[src/rtl/kwl_pkg.sv]
// ----------------------------------------------------------------------------
// kwl_pkg
// Types, character constants and keyword tables shared by the keyword
// token lexer modules.
// ----------------------------------------------------------------------------
package kwl_pkg;

   typedef enum logic [2:0] {
      KIND_ENSURE  = 3'd0,
      KIND_LIMIT   = 3'd1,
      KIND_ATTR    = 3'd2,
      KIND_OP      = 3'd3,
      KIND_VALUE   = 3'd4,
      KIND_END     = 3'd5,
      KIND_UNKNOWN = 3'd6
   } token_kind_type;

   typedef struct packed {
      token_kind_type kind;
      logic [15:0]    start;
      logic [7:0]     length;
      logic [7:0]     single_char;
      logic           run_last;
   } result_type;

   localparam logic [7:0] CH_END     = 8'h00;
   localparam logic [7:0] CH_TAB     = 8'h09;
   localparam logic [7:0] CH_NEWLINE = 8'h0A;
   localparam logic [7:0] CH_SPACE   = 8'h20;
   localparam logic [7:0] CH_LT      = 8'h3C;
   localparam logic [7:0] CH_GT      = 8'h3E;
   localparam logic [7:0] CH_EQ      = 8'h3D;
   localparam logic [7:0] CH_UNDER   = 8'h5F;
   localparam logic [7:0] CH_LPAREN  = 8'h28;
   localparam logic [7:0] CH_RPAREN  = 8'h29;
   localparam logic [7:0] CH_CARET   = 8'h5E;
   localparam logic [7:0] CH_UPPER_C = 8'h43;

   localparam logic [3:0] ENSURE_LEN = 4'd6;
   localparam logic [3:0] LIMIT_LEN  = 4'd5;
   localparam logic [3:0] LOOPS_LEN  = 4'd5;
   localparam logic [3:0] CPLX_LEN   = 4'd10;

   function automatic logic is_word_char(input logic [7:0] c);
      return (c >= 8'h41 && c <= 8'h5A) || (c >= 8'h61 && c <= 8'h7A) ||
             (c >= 8'h30 && c <= 8'h39) || c == CH_UNDER || c == CH_LPAREN ||
             c == CH_RPAREN || c == CH_CARET;
   endfunction

   function automatic logic [7:0] ensure_char(input logic [2:0] i);
      logic [7:0] r;
      case (i)
         3'd0:    r = "E";
         3'd1:    r = "N";
         3'd2:    r = "S";
         3'd3:    r = "U";
         3'd4:    r = "R";
         3'd5:    r = "E";
         default: r = 8'h00;
      endcase
      return r;
   endfunction

   function automatic logic [7:0] limit_char(input logic [2:0] i);
      logic [7:0] r;
      case (i)
         3'd0:    r = "L";
         3'd1:    r = "I";
         3'd2:    r = "M";
         3'd3:    r = "I";
         3'd4:    r = "T";
         default: r = 8'h00;
      endcase
      return r;
   endfunction

   function automatic logic [7:0] loops_char(input logic [2:0] i);
      logic [7:0] r;
      case (i)
         3'd0:    r = "L";
         3'd1:    r = "O";
         3'd2:    r = "O";
         3'd3:    r = "P";
         3'd4:    r = "S";
         default: r = 8'h00;
      endcase
      return r;
   endfunction

   function automatic logic [7:0] cplx_char(input logic [3:0] i);
      logic [7:0] r;
      case (i)
         4'd0:    r = "C";
         4'd1:    r = "O";
         4'd2:    r = "M";
         4'd3:    r = "P";
         4'd4:    r = "L";
         4'd5:    r = "E";
         4'd6:    r = "X";
         4'd7:    r = "I";
         4'd8:    r = "T";
         4'd9:    r = "Y";
         default: r = 8'h00;
      endcase
      return r;
   endfunction

endpackage

[src/rtl/keyword_token_lexer_unit.sv]
// ----------------------------------------------------------------------------
// keyword_token_lexer_unit
// Streaming tokenizer: one ASCII byte per item in, tokens out.
// ----------------------------------------------------------------------------
// Usage
//   The req_ channel carries one byte of text per item; byte 0 ends a string,
//   emits an END token and restarts the offset count. The rsp_ channel gives
//   tokens in order; run_last marks the final token that a byte caused. Word
//   bytes and separators without an open word cause no token.
//   A byte is registered when accepted and lexed once the queue has room for
//   two tokens, its tokens entering a four-entry queue, so the first token is
//   offered after passing the input register and then the queue.
//   One byte is taken every cycle while the queue holds at most two tokens
//   before the lexing cycle; a byte that causes two tokens fills two queue
//   entries while the output drains one token a cycle, so only bytes that
//   cause at most one token keep up the rate of one byte a cycle.
//   When the receiver asserts rsp_stall the queue fills and req_stall rises
//   for as long as a registered byte cannot be lexed; nothing is dropped.
//   Synchronous reset empties the queue and the input register, closes any
//   open word and sets the offset to zero.
// ----------------------------------------------------------------------------
module keyword_token_lexer_unit
   import kwl_pkg::*;
#(
   parameter int MAX_LEN  = 128,
   parameter int POS_BITS = 16
) (
   input  logic        clock,
   input  logic        reset,
   input  logic        req_valid,
   output logic        req_stall,
   input  logic [7:0]  req_input_byte,
   output logic        rsp_valid,
   input  logic        rsp_stall,
   output logic [2:0]  rsp_token_kind,
   output logic [15:0] rsp_token_start,
   output logic [7:0]  rsp_token_length,
   output logic [7:0]  rsp_single_char,
   output logic        rsp_run_last
);

   logic       in_valid_ff;
   logic       in_valid_in;
   logic [7:0] in_byte_ff;
   logic       fire;
   logic       accept;
   logic       room2;
   logic       pop;
   logic       push0;
   logic       push1;
   result_type res0;
   result_type res1;
   result_type head;

   always_comb begin
      fire      = in_valid_ff && room2;
      req_stall = in_valid_ff && !room2;
      accept    = req_valid && !req_stall;
      pop       = rsp_valid && !rsp_stall;
      if (accept) begin
         in_valid_in = 1'b1;
      end else if (fire) begin
         in_valid_in = 1'b0;
      end else begin
         in_valid_in = in_valid_ff;
      end
   end

   always_ff @(posedge clock) begin
      if (reset) begin
         in_valid_ff <= 1'b0;
      end else begin
         in_valid_ff <= in_valid_in;
      end
   end

   always_ff @(posedge clock) begin
      if (accept) begin
         in_byte_ff <= req_input_byte;
      end
   end

   kwl_lex_core #(
      .MAX_LEN  (MAX_LEN),
      .POS_BITS (POS_BITS)
   ) u_core (
      .clock   (clock),
      .reset   (reset),
      .fire    (fire),
      .in_byte (in_byte_ff),
      .push0   (push0),
      .push1   (push1),
      .res0    (res0),
      .res1    (res1)
   );

   kwl_res_fifo u_fifo (
      .clock     (clock),
      .reset     (reset),
      .push0     (push0),
      .push1     (push1),
      .din0      (res0),
      .din1      (res1),
      .pop       (pop),
      .head      (head),
      .not_empty (rsp_valid),
      .room2     (room2)
   );

   assign rsp_token_kind   = head.kind;
   assign rsp_token_start  = head.start;
   assign rsp_token_length = head.length;
   assign rsp_single_char  = head.single_char;
   assign rsp_run_last     = head.run_last;

   a_push_needs_fire : assert property (@(posedge clock) disable iff (reset)
      push0 |-> fire)
      else $error("result pushed without a byte being lexed");

   a_second_needs_first : assert property (@(posedge clock) disable iff (reset)
      push1 |-> (push0 && !res0.run_last && res1.run_last))
      else $error("two results pushed with wrong order or run_last marking");

   a_single_is_last : assert property (@(posedge clock) disable iff (reset)
      (push0 && !push1) |-> res0.run_last)
      else $error("single result of a byte not marked as last");

   a_push_shows_valid : assert property (@(posedge clock) disable iff (reset)
      push0 |=> rsp_valid)
      else $error("queue empty after a result was pushed");

endmodule

[src/rtl/kwl_lex_core.sv]
// ----------------------------------------------------------------------------
// kwl_lex_core
// Lexer state and per-byte token logic: takes one byte when fire is high and
// produces up to two results (a closed word, then a one-byte token).
// ----------------------------------------------------------------------------
module kwl_lex_core
   import kwl_pkg::*;
#(
   parameter int MAX_LEN  = 128,
   parameter int POS_BITS = 16
) (
   input  logic       clock,
   input  logic       reset,
   input  logic       fire,
   input  logic [7:0] in_byte,
   output logic       push0,
   output logic       push1,
   output result_type res0,
   output result_type res1
);

   localparam int LEN_BITS = $clog2(MAX_LEN + 1);

   logic                in_word_ff;
   logic [POS_BITS-1:0] word_start_ff;
   logic [LEN_BITS-1:0] word_len_ff;
   logic [POS_BITS-1:0] pos_ff;
   logic                ens_alive_ff;
   logic                lim_alive_ff;
   logic                loops_alive_ff;
   logic [3:0]          cplx_prog_ff;
   logic                cplx_found_ff;

   logic [LEN_BITS-1:0] word_len_in;
   logic                ens_alive_in;
   logic                lim_alive_in;
   logic                loops_alive_in;
   logic [3:0]          cplx_prog_in;
   logic                cplx_found_in;

   logic                eff_ens;
   logic                eff_lim;
   logic                eff_loops;
   logic [3:0]          eff_prog;
   logic                eff_found;
   logic [LEN_BITS-1:0] eff_len;

   logic                is_word;
   logic                is_sep;
   logic                is_op;
   logic                is_end;
   logic                close_v;
   logic                tok_v;
   token_kind_type      close_kind;
   token_kind_type      tok_kind;
   logic [31:0]         start_wide;
   logic [31:0]         pos_wide;
   logic [31:0]         len_wide;
   result_type          close_res;
   result_type          tok_res;

   // A word byte that opens a word starts from a freshly cleared match state.
   always_comb begin
      eff_ens   = in_word_ff ? ens_alive_ff   : 1'b1;
      eff_lim   = in_word_ff ? lim_alive_ff   : 1'b1;
      eff_loops = in_word_ff ? loops_alive_ff : 1'b1;
      eff_prog  = in_word_ff ? cplx_prog_ff   : 4'd0;
      eff_found = in_word_ff ? cplx_found_ff  : 1'b0;
      eff_len   = in_word_ff ? word_len_ff    : '0;
   end

   always_comb begin
      ens_alive_in   = eff_ens && (eff_len < LEN_BITS'(ENSURE_LEN)) &&
                       (in_byte == ensure_char(eff_len[2:0]));
      lim_alive_in   = eff_lim && (eff_len < LEN_BITS'(LIMIT_LEN)) &&
                       (in_byte == limit_char(eff_len[2:0]));
      loops_alive_in = eff_loops && (eff_len < LEN_BITS'(LOOPS_LEN)) &&
                       (in_byte == loops_char(eff_len[2:0]));
      cplx_prog_in   = eff_prog;
      cplx_found_in  = eff_found;
      // The search word has no repeated letters, so a mismatch restarts at C.
      if (!eff_found) begin
         if (eff_prog < CPLX_LEN && cplx_char(eff_prog) == in_byte) begin
            cplx_prog_in = eff_prog + 4'd1;
         end else begin
            cplx_prog_in = (in_byte == CH_UPPER_C) ? 4'd1 : 4'd0;
         end
         cplx_found_in = (cplx_prog_in >= CPLX_LEN);
      end
      if (eff_len < LEN_BITS'(MAX_LEN)) begin
         word_len_in = eff_len + LEN_BITS'(1);
      end else begin
         word_len_in = eff_len;
      end
   end

   always_comb begin
      is_word = is_word_char(in_byte);
      is_end  = (in_byte == CH_END);
      is_sep  = (in_byte == CH_SPACE) || (in_byte == CH_TAB) || (in_byte == CH_NEWLINE);
      is_op   = (in_byte == CH_LT) || (in_byte == CH_GT) || (in_byte == CH_EQ);
      close_v = !is_word && in_word_ff;
      tok_v   = !is_word && !is_sep;

      if (ens_alive_ff && word_len_ff == LEN_BITS'(ENSURE_LEN)) begin
         close_kind = KIND_ENSURE;
      end else if (lim_alive_ff && word_len_ff == LEN_BITS'(LIMIT_LEN)) begin
         close_kind = KIND_LIMIT;
      end else if (cplx_found_ff ||
                   (loops_alive_ff && word_len_ff == LEN_BITS'(LOOPS_LEN))) begin
         close_kind = KIND_ATTR;
      end else begin
         close_kind = KIND_VALUE;
      end

      if (is_end) begin
         tok_kind = KIND_END;
      end else if (is_op) begin
         tok_kind = KIND_OP;
      end else begin
         tok_kind = KIND_UNKNOWN;
      end

      start_wide = 32'(word_start_ff);
      pos_wide   = 32'(pos_ff);
      len_wide   = 32'(word_len_ff);

      close_res.kind        = close_kind;
      close_res.start       = start_wide[15:0];
      close_res.length      = len_wide[7:0];
      close_res.single_char = 8'h00;
      close_res.run_last    = !tok_v;

      tok_res.kind        = tok_kind;
      tok_res.start       = pos_wide[15:0];
      tok_res.length      = is_end ? 8'd0 : 8'd1;
      tok_res.single_char = is_end ? 8'h00 : in_byte;
      tok_res.run_last    = 1'b1;

      res0  = close_v ? close_res : tok_res;
      res1  = tok_res;
      push0 = fire && (close_v || tok_v);
      push1 = fire && close_v && tok_v;
   end

   always_ff @(posedge clock) begin
      if (reset) begin
         in_word_ff <= 1'b0;
         pos_ff     <= '0;
      end else if (fire) begin
         if (is_word) begin
            in_word_ff <= 1'b1;
            pos_ff     <= pos_ff + POS_BITS'(1);
         end else begin
            in_word_ff <= 1'b0;
            pos_ff     <= is_end ? '0 : pos_ff + POS_BITS'(1);
         end
      end
   end

   // Word payload is only read while a word is open, so it needs no reset.
   always_ff @(posedge clock) begin
      if (fire && is_word) begin
         if (!in_word_ff) begin
            word_start_ff <= pos_ff;
         end
         word_len_ff    <= word_len_in;
         ens_alive_ff   <= ens_alive_in;
         lim_alive_ff   <= lim_alive_in;
         loops_alive_ff <= loops_alive_in;
         cplx_prog_ff   <= cplx_prog_in;
         cplx_found_ff  <= cplx_found_in;
      end
   end

endmodule

[src/rtl/kwl_res_fifo.sv]
// ----------------------------------------------------------------------------
// kwl_res_fifo
// Four-entry result queue that takes up to two results a cycle and gives
// one, decoupling the lexer from a stalling receiver.
// ----------------------------------------------------------------------------
module kwl_res_fifo
   import kwl_pkg::*;
(
   input  logic       clock,
   input  logic       reset,
   input  logic       push0,
   input  logic       push1,
   input  result_type din0,
   input  result_type din1,
   input  logic       pop,
   output result_type head,
   output logic       not_empty,
   output logic       room2
);

   result_type mem_ff [4];
   logic [1:0] wr_ptr_ff;
   logic [1:0] rd_ptr_ff;
   logic [2:0] count_ff;
   logic [1:0] wr_ptr_in;
   logic [1:0] rd_ptr_in;
   logic [2:0] count_in;

   always_comb begin
      wr_ptr_in = wr_ptr_ff + {1'b0, push0} + {1'b0, push1};
      rd_ptr_in = rd_ptr_ff + {1'b0, pop};
      count_in  = count_ff + {2'b00, push0} + {2'b00, push1} - {2'b00, pop};
      head      = mem_ff[rd_ptr_ff];
      not_empty = (count_ff != 3'd0);
      room2     = (count_ff <= 3'd2);
   end

   always_ff @(posedge clock) begin
      if (reset) begin
         wr_ptr_ff <= 2'd0;
         rd_ptr_ff <= 2'd0;
         count_ff  <= 3'd0;
      end else begin
         wr_ptr_ff <= wr_ptr_in;
         rd_ptr_ff <= rd_ptr_in;
         count_ff  <= count_in;
      end
   end

   always_ff @(posedge clock) begin
      if (push0) begin
         mem_ff[wr_ptr_ff] <= din0;
      end
      if (push1) begin
         mem_ff[wr_ptr_ff + 2'd1] <= din1;
      end
   end

endmodule

[config.mk]
export PLATFORM = sky130hd
export DESIGN_NAME = keyword_token_lexer_unit
export DESIGN_NICKNAME = d
export VERILOG_FILES = /design/src/rtl/kwl_pkg.sv /design/src/rtl/keyword_token_lexer_unit.sv /design/src/rtl/kwl_lex_core.sv /design/src/rtl/kwl_res_fifo.sv
export SDC_FILE = /design/constraint.sdc
export NUM_CORES = 1
export LEC_CHECK = 0
export ABC_AREA = 1
export BUFFER_PORTS_ARGS = -buffer_cell sky130_fd_sc_hd__buf_2
export CAP_MARGIN = 20
export CELL_PAD_IN_SITES_DETAIL_PLACEMENT = 1
export CELL_PAD_IN_SITES_GLOBAL_PLACEMENT = 1
export CORE_MARGIN = 4
export CORE_UTILIZATION = 47
export DETAILED_ROUTE_END_ITERATION = 10
export GPL_TIMING_DRIVEN = 0
export PLACE_DENSITY = 0.79
export SLEW_MARGIN = 20
export SYNTH_ARGS = -nofsm -noshare
export SYNTH_HDL_FRONTEND = slang
export SYNTH_SLANG_ARGS = --single-unit
[constraint.sdc]
create_clock -name clock -period 3.1 [get_ports clock]
set_input_delay 0.62 -clock clock [delete_from_list [all_inputs] [get_ports clock]]
set_output_delay 0.62 -clock clock [all_outputs]
set_load 0.1 [all_outputs]
==> results of run 1 <==
per-layer routing:
layer	share of wire [%]	wire (µm)	vias to the layer above
li1	-	-	4707
met1	43	16300	5049
met2	46	17700	360
met3	8.2	3110	78
met4	2.8	1060	0
met5	0	0	-
flip-flops by register name, summed over array words and instances (netlist names), 2 cells and up:
register	cells
in_byte_ff	8
u_core.cplx_prog_ff	4
u_core.pos_ff	16
u_core.word_len_ff	8
u_core.word_start_ff	16
u_fifo.count_ff	3
u_fifo.mem_ff	144
u_fifo.rd_ptr_ff	2
u_fifo.wr_ptr_ff	2
cell families (layout without fill, tap and decap cells):
kind of cell / count (synthesis) / count (layout) / share of synthesized area (%)
xor gates and xnor gates: 16 / 16 / 1.25
adders and majority gates: 17 / 17 / 2.09
buffers and inverters: 186 / 281 / 7.80
AOI/OAI and AO/OA: 220 / 220 / 10.6
DFF: 209 / 209 / 50.8
and+or+nand+nor: 714 / 714 / 27.5
worst max-delay path: stages, from the launching register on:
cell      delay [ns]
dfxtp_1         0.34
clkbuf_4        0.21
clkinv_1        0.13
buf_2           0.28
buf_2           0.31
a21oi_1         0.13
a21oi_2         0.14
buf_4           0.31
worst paths after layout:
| check | start | slack [ns] | depth (start not counted) | to |
|---|---|---|---|---|
| worst max-delay path | u_fifo.rd_ptr_ff[0]$_SDFF_PP0_ | 0.10 | 7 | rsp_token_length[6] |
| worst min-delay path | req_input_byte[2] | 0.27 | 1 | in_byte_ff[2]$_DFFE_PP_ |
| worst max register to register | in_byte_ff[5]$_DFFE_PP_ | 0.16 | 14 | u_fifo.count_ff[2]$_SDFF_PP0_ |
| worst min register to register | u_core.pos_ff[3]$_SDFFE_PP0P_ | 0.43 | 0 | u_core.word_start_ff[3]$_DFFE_PP_ |
cells in the mapped netlist (all sizes together):
library cell  number  area share, %
dfxtp             57             10
o22ai             30            1.7
xor2              14            1.1
inv              109            3.7
or2                2           0.11
nand3            137            6.7
a31oi              1          0.056
o21ai            148            6.7
ha                14            1.6
edfxtp           152             41
o31ai              1          0.067
nand3b             1          0.067
nor3              13           0.72
a21oi             35            1.8
o41ai              1          0.078
clkinv             1          0.033
nand2            423             14
nor3b              2           0.13
fa                 3           0.53
xnor2              2           0.16
o21bai             1          0.067
nor4               3           0.17
nor2             123            4.5
nand4              9           0.50
a211oi             2           0.13
buf               40            2.8
and3               1          0.056
o221ai             1          0.078
clkbuf            36            1.2
stage by stage:
stage               util [%]  total power, W  setup WS [ns]  instances
floorplan                  -         0.00637         0.0225       1362
global placement        50.7         0.00722         -0.354       1730
detailed placement      51.0         0.00732        -0.0628       1732
CTS                     54.3          0.0101        0.00580       1775
global route            54.4          0.0104        -0.0742       1776
finish                  54.4          0.0101          0.101       1776
placed cells by master (no fill, tap or decap), drive strengths merged:
cell type and count:
bufinv 1, nand4 9, dfxtp 57, o221ai 1
edfxtp 152, a31oi 1, o31ai 1, and3 1
ha 14, inv 109, clkbuf 73, o41ai 1
nand3 137, clkinv 9, nor4 3, xnor2 2
buf 89, a211oi 2, fa 3, nand2 423
o22ai 30, a21oi 35, nor3 13, nor2 123
o21bai 1, nor3b 2, xor2 14, or2 2
o21ai 148, nand3b 1
where the power goes:
part | leakage [nW] | internal (W) | total (W) | switching (W)
registers | 1.75 | 0.00321 | 0.00333 | 0.000119
clock network | 0.357 | 0.00156 | 0.00269 | 0.00113
logic | 3.08 | 0.000709 | 0.00404 | 0.00333
what timing repair did:
action,in CTS,in global routing
pin swaps,0,1
hold buffers,0,0
endpoints found under the setup margin,37,52
gates resized for setup,25,17
setup buffers,0,1
area by class of cell:
type                       count  area (µm²)  share of cell area, %
multi-input combinational    967        4690                   36.7
buffer                        76         479                   3.75
inverter                     110         428                   3.35
clock buffer                  34         659                   5.16
tap                          319         399                   3.12
sequential                   209        5710                   44.7
clock inverter                 9        66.3                  0.519
timing repair buffer          52         344                   2.69
==> run metrics, run 1 <==
Worst Setup End Kind=output port; Max Buffers Root-to-Sink=3; CTS tree=done; Hold Crit Class=primary input to register; die area=26400 µm²; vias=10200; Area Overhead vs Synth=13.7%; DIE HEIGHT=163 µm; CP Class=register to output port; max-slew violations=0; fin crit period=3.00 ns; status=completed; n_diodes=0; H-tree depth reported by CTS=1; largest net degree at the start of global routing=29; signal arrival time at the worst endpoint=2.38 ns; post-route cell area=12800 µm²; Reg clk slew, reported paths=0.06 ns; Leak=5.20 nW; slew of the pin with the lowest slew margin=0.890 ns; final wirelength=38.2 mm; initial drt markers=810; layout cell share with drive strength beyond 1=13.7%; Syn Nets=1391; busiest grt layer=met2; Peak VDD IR=0.816 mV; fill cell count=2876; initial antenna violation count=0; Finish-stage setup viols=0; Final period util=96.8%; Ports=50; Routed wire per std cell=21.5 µm; GR Util met1=39.7%; grt ovf=0; final hold violation count=0; power density over cell area=787 nW/µm²; met2 Track Usage GR=47.4%; vias in the first global route=10600; WP data required=2.48 ns; Clock Latency Late Sink=0.52 ns; Ys Warns=0; Clock Sinks=209; post-route antenna net violation count=0; final setup TNS=0 ns; HPWL after DPL=26.8 mm; nets=1469; global-route met3 utilization=5.24%; max_slew headroom=40.4%; Crit Path Max Fanout=10; syn avg cell area=8.25 µm²; Hold Slack=0.270 ns; Vias/cell=5.74; clk root buf=clkbuf_16; I/O Buffers=49; drt drc=0; Synth cell types=46; Starting Density=47.9%; Core ar.=23500 µm²; post-synthesis sequential area ratio=50.8%; synthesized area=11200 µm²; fmax=333 MHz; Pre-antenna DRT Iters=5; global-route wire length before repair=59.2 mm; #FFs+latches synth=209; Cell Rows=56; RSZ-0062 raised after global routing=true; cts bufs inserted=24; Placer Congestion=0.853; cells after synthesis=1362; Die Wd=163 µm; clock skew=0.0111 ns; max-cap violations=0; All-Layer GR Usage=28.9%; DP Area=12000 µm²; crit path launch type=register
No activity file was read; power rests on OpenSTA's default activity.
==> inputs of run 2 (changes only) <==
--- a/config.mk
+++ b/config.mk
@@ -5,16 +5,16 @@
 export SDC_FILE = /design/constraint.sdc
 export NUM_CORES = 1
 export LEC_CHECK = 0
-export ABC_AREA = 1
 export BUFFER_PORTS_ARGS = -buffer_cell sky130_fd_sc_hd__buf_2
 export CAP_MARGIN = 20
 export CELL_PAD_IN_SITES_DETAIL_PLACEMENT = 1
 export CELL_PAD_IN_SITES_GLOBAL_PLACEMENT = 1
 export CORE_MARGIN = 4
-export CORE_UTILIZATION = 47
+export CORE_UTILIZATION = 50
 export DETAILED_ROUTE_END_ITERATION = 10
 export GPL_TIMING_DRIVEN = 0
-export PLACE_DENSITY = 0.79
+export PLACE_DENSITY = 0.78
+export SETUP_SLACK_MARGIN = 0.5
 export SLEW_MARGIN = 20
 export SYNTH_ARGS = -nofsm -noshare
 export SYNTH_HDL_FRONTEND = slang
==> run 2 against run 1 <==
Against the previous run:
- synthesized cell count fell by 37%
- clock-buffer cell count shrank 2
- register-to-register slack worse by 0.15 ns
- first-iteration DRC count rose by 72%
- sequential power about the same
- worst hold slack worse by 0.024 ns
- combinational power is 12% higher
- global-route usage grew 3.6 points
- die area down 14%
- largest cell class unchanged
==> run metrics, run 2 <==
#FFs+latches synth=209 (unchanged); cts bufs inserted=24 (unchanged); cells after synthesis=854 (-37%); Worst Setup End Kind=register; Area Overhead vs Synth=42.4%; worst r2r dst=u_core.lim_alive_ff$_DFFE_PP_; power density over cell area=743 nW/µm² (-5.6%); n_diodes=0 (unchanged); grt ovf=0 (unchanged); DIE HEIGHT=151 µm (-7.1%); RSZ-0062 raised after global routing=true; Ports=50 (unchanged); Routed wire per std cell=37.5 µm (+74%); Clock Latency Late Sink=0.56 ns (+0.04 ns); top flop regs=u_fifo.mem_ff (144), u_core.pos_ff (16), u_core.word_start_ff (16); fill cell count=1854 (-36%); Final period util=99.7% (+2.9 points); Core ar.=20200 µm² (-14%); final setup TNS=0 ns (unchanged); area leader, netlist=edfxtp_1; most frequent cells in the layout=edfxtp_1 (152), nand2_1 (95), buf_4 (78), nor2_1 (65), dfxtp_1 (55); largest net degree at the start of global routing=30 (+3.4%); final hold violation count=0 (unchanged); R2R Setup Slk=0.01 ns (-0.15 ns); HPWL after DPL=19.9 mm (-26%); Worst R2R Start=u_core.in_word_ff$_SDFFE_PP0P_; vias in the first global route=8868 (-16%); fmax=324 MHz (-2.9%); Peak VDD IR=0.559 mV (-31%); max-slew violations=0 (unchanged); max_slew headroom=47.0% (+6.6 points); count leader, synth=edfxtp_1; commonest non-fill, non-tap cell in the layout=edfxtp_1; drt drc=0 (unchanged); post-route cell area=14600 µm² (+14%); synthesized area=10200 µm² (-9.0%); vias=9779 (-4.1%); final wirelength=50.3 mm (+32%); layout cell share with drive strength beyond 1=41.5% (+28 points); max reg flops=144 (unchanged); Synth cell types=71 (+54%); async set-or-reset flop fraction in the synthesized netlist=0% (unchanged); crit path launch type=register; All-Layer GR Usage=32.6% (+3.6 points); WHS Path Cells=1 (unchanged); Post-synth EDFFs=152 (unchanged); DP Area=10900 µm² (-8.8%); global-route wire length before repair=55.0 mm (-7.0%); CTS tree=done; PnR worst setup slack=0.0101 ns (-0.0906 ns); Area contributors post-synth=edfxtp_1 (45%), dfxtp_1 (11%), mux4_2 (7.9%); Main synth FF type=edfxtp_1; Hold Startpoint=req_input_byte[3]; Clock Sinks=209 (unchanged); Syn Nets=883 (-37%); Vias/cell=7.28 (+27%); slew of the pin with the lowest slew margin=0.786 ns (-0.104 ns); initial drt markers=1397 (+72%); Cell Rows=52 (-7.1%); Placer Congestion=0.845 (-0.94%); Yosys top cell area share=44.6% (+4.0 points); Ys Warns=0 (unchanged); max-cap violations=0 (unchanged); Starting Density=50.7% (+2.8 points); Biggest register=u_fifo.mem_ff; Reg clk slew, reported paths=0.07 ns (about the same); nets=1084 (-26%); Pre-antenna DRT Iters=6 (+1); worst r2r path cells=12 (-2); signal arrival time at the worst endpoint=3.38 ns (+1.00 ns); I/O Buffers=49 (unchanged); Finish-stage setup viols=0 (unchanged); WP data required=3.39 ns (+0.91 ns); Crit Path Max Fanout=7 (-3); post-synthesis sequential area ratio=55.8% (+5.0 points); Die Wd=151 µm (-7.1%); Leak=5.12 nW (-1.4%); Max Buffers Root-to-Sink=3 (unchanged); H-tree depth reported by CTS=1 (unchanged); post-route antenna net violation count=0 (unchanged); status=completed; syn avg cell area=12.0 µm² (+45%); die area=22800 µm² (-14%); DP Worst Slack=-0.486 ns (-0.423 ns); clock skew=0.0266 ns (+0.0154 ns); final core utilization=72.2% (+18 points); clk root buf=clkbuf_16; Post-synth top cells=edfxtp_1 (152), nand2_1 (110), nor2_1 (78); hold endpoint=in_byte_ff[3]$_DFFE_PP_; initial antenna violation count=0 (unchanged); CP Class=register to register; fin crit period=3.09 ns (+0.0906 ns); Hold Crit Class=primary input to register
[run 2: cells by family after synthesis]
logic type                 synth area share (%)
muxes                                      8.46
AOI/OAI and AO/OA                          13.3
and+or+nand+nor                            14.0
DFF                                        55.8
buffers and inverters                      3.61
xor gates and xnor gates                   2.57
adders and majority gates                  2.30
[run 2: through the flow]
stage | hold slack, ns | std cells | power [W]
after floorplan | 0.427 | 854 | 0.00573
after global placement | 0.442 | 1173 | 0.00621
after detailed placement | 0.450 | 1173 | 0.00630
after CTS | 0.249 | 1280 | 0.00971
after global routing | 0.252 | 1343 | 0.0110
final | 0.246 | 1343 | 0.0108
[run 2: per-layer routing]
metal / vias up / part of all wire, % / track usage, %
met3: 363 / 11 / 6.40
met2: 990 / 45 / 55.3
met4: 0 / 9.4 / 16.0
met1: 4783 / 34 / 39.8
li1: 3643 / - / -
met5: - / 0 / 0
[run 2: area by class of cell]
cell class                 instances  area [µm²]  area share, %
sequential                       209        5710           39.2
inverter                          24         151           1.04
tap                              270         338           2.32
timing repair inverter             8         110          0.756
clock buffer                      32         661           4.54
multi-input combinational        562        4970           34.1
clock inverter                    12         105          0.722
timing repair buffer             167        1860           12.7
buffer                            59         667           4.58
[run 2: power by group]
part | total [W] | internal (W) | switching (W)
Clock | 0.00295 | 0.00159 | 0.00135
Combinational | 0.00452 | 0.00163 | 0.00289
Sequential | 0.00335 | 0.00319 | 0.000158
Total | 0.0108 | 0.00642 | 0.00440
[run 2: worst max path at each step]
stage / from / to / slack [ns] / cells after the start
2_1_floorplan: in_byte_ff[4]$_DFFE_PP_ / u_fifo.mem_ff[1][0]$_SDFFE_PP1N_ / 0.38 / 10
3_3_place_gp: in_byte_ff[7]$_DFFE_PP_ / u_fifo.mem_ff[1][0]$_SDFFE_PP1N_ / -0.43 / 9
3_5_place_dp: in_byte_ff[7]$_DFFE_PP_ / u_fifo.mem_ff[1][0]$_SDFFE_PP1N_ / -0.49 / 9
4_1_cts: in_byte_ff[4]$_DFFE_PP_ / u_fifo.count_ff[1]$_SDFF_PP0_ / 0.27 / 11
5_1_grt: u_core.in_word_ff$_SDFFE_PP0P_ / u_core.lim_alive_ff$_DFFE_PP_ / -0.09 / 12
6_report: u_core.in_word_ff$_SDFFE_PP0P_ / u_core.lim_alive_ff$_DFFE_PP_ / 0.01 / 12
[run 2: repair_timing]
action | 4_1_cts | 5_1_grt
hold buffers | 0 | 0
pin swaps | 18 | 53
buffers inserted | 54 | 53
resized for setup | 189 | 270
endpoints found under the setup margin | 336 | 329
cloned | 9 | 10
[run 2: worst max-delay path: stages (launching register included)]
cell and delay [ns]:
dfxtp_4 0.36, buf_6 0.12, buf_8 0.12, clkbuf_16 0.16, clkbuf_16 0.17, nand2_2 0.13
inv_2 0.09, ha_1 0.24, ha_2 0.27, o311ai_0 0.54, o21ai_0 0.27, a22oi_1 0.27
nor4_2 0.09
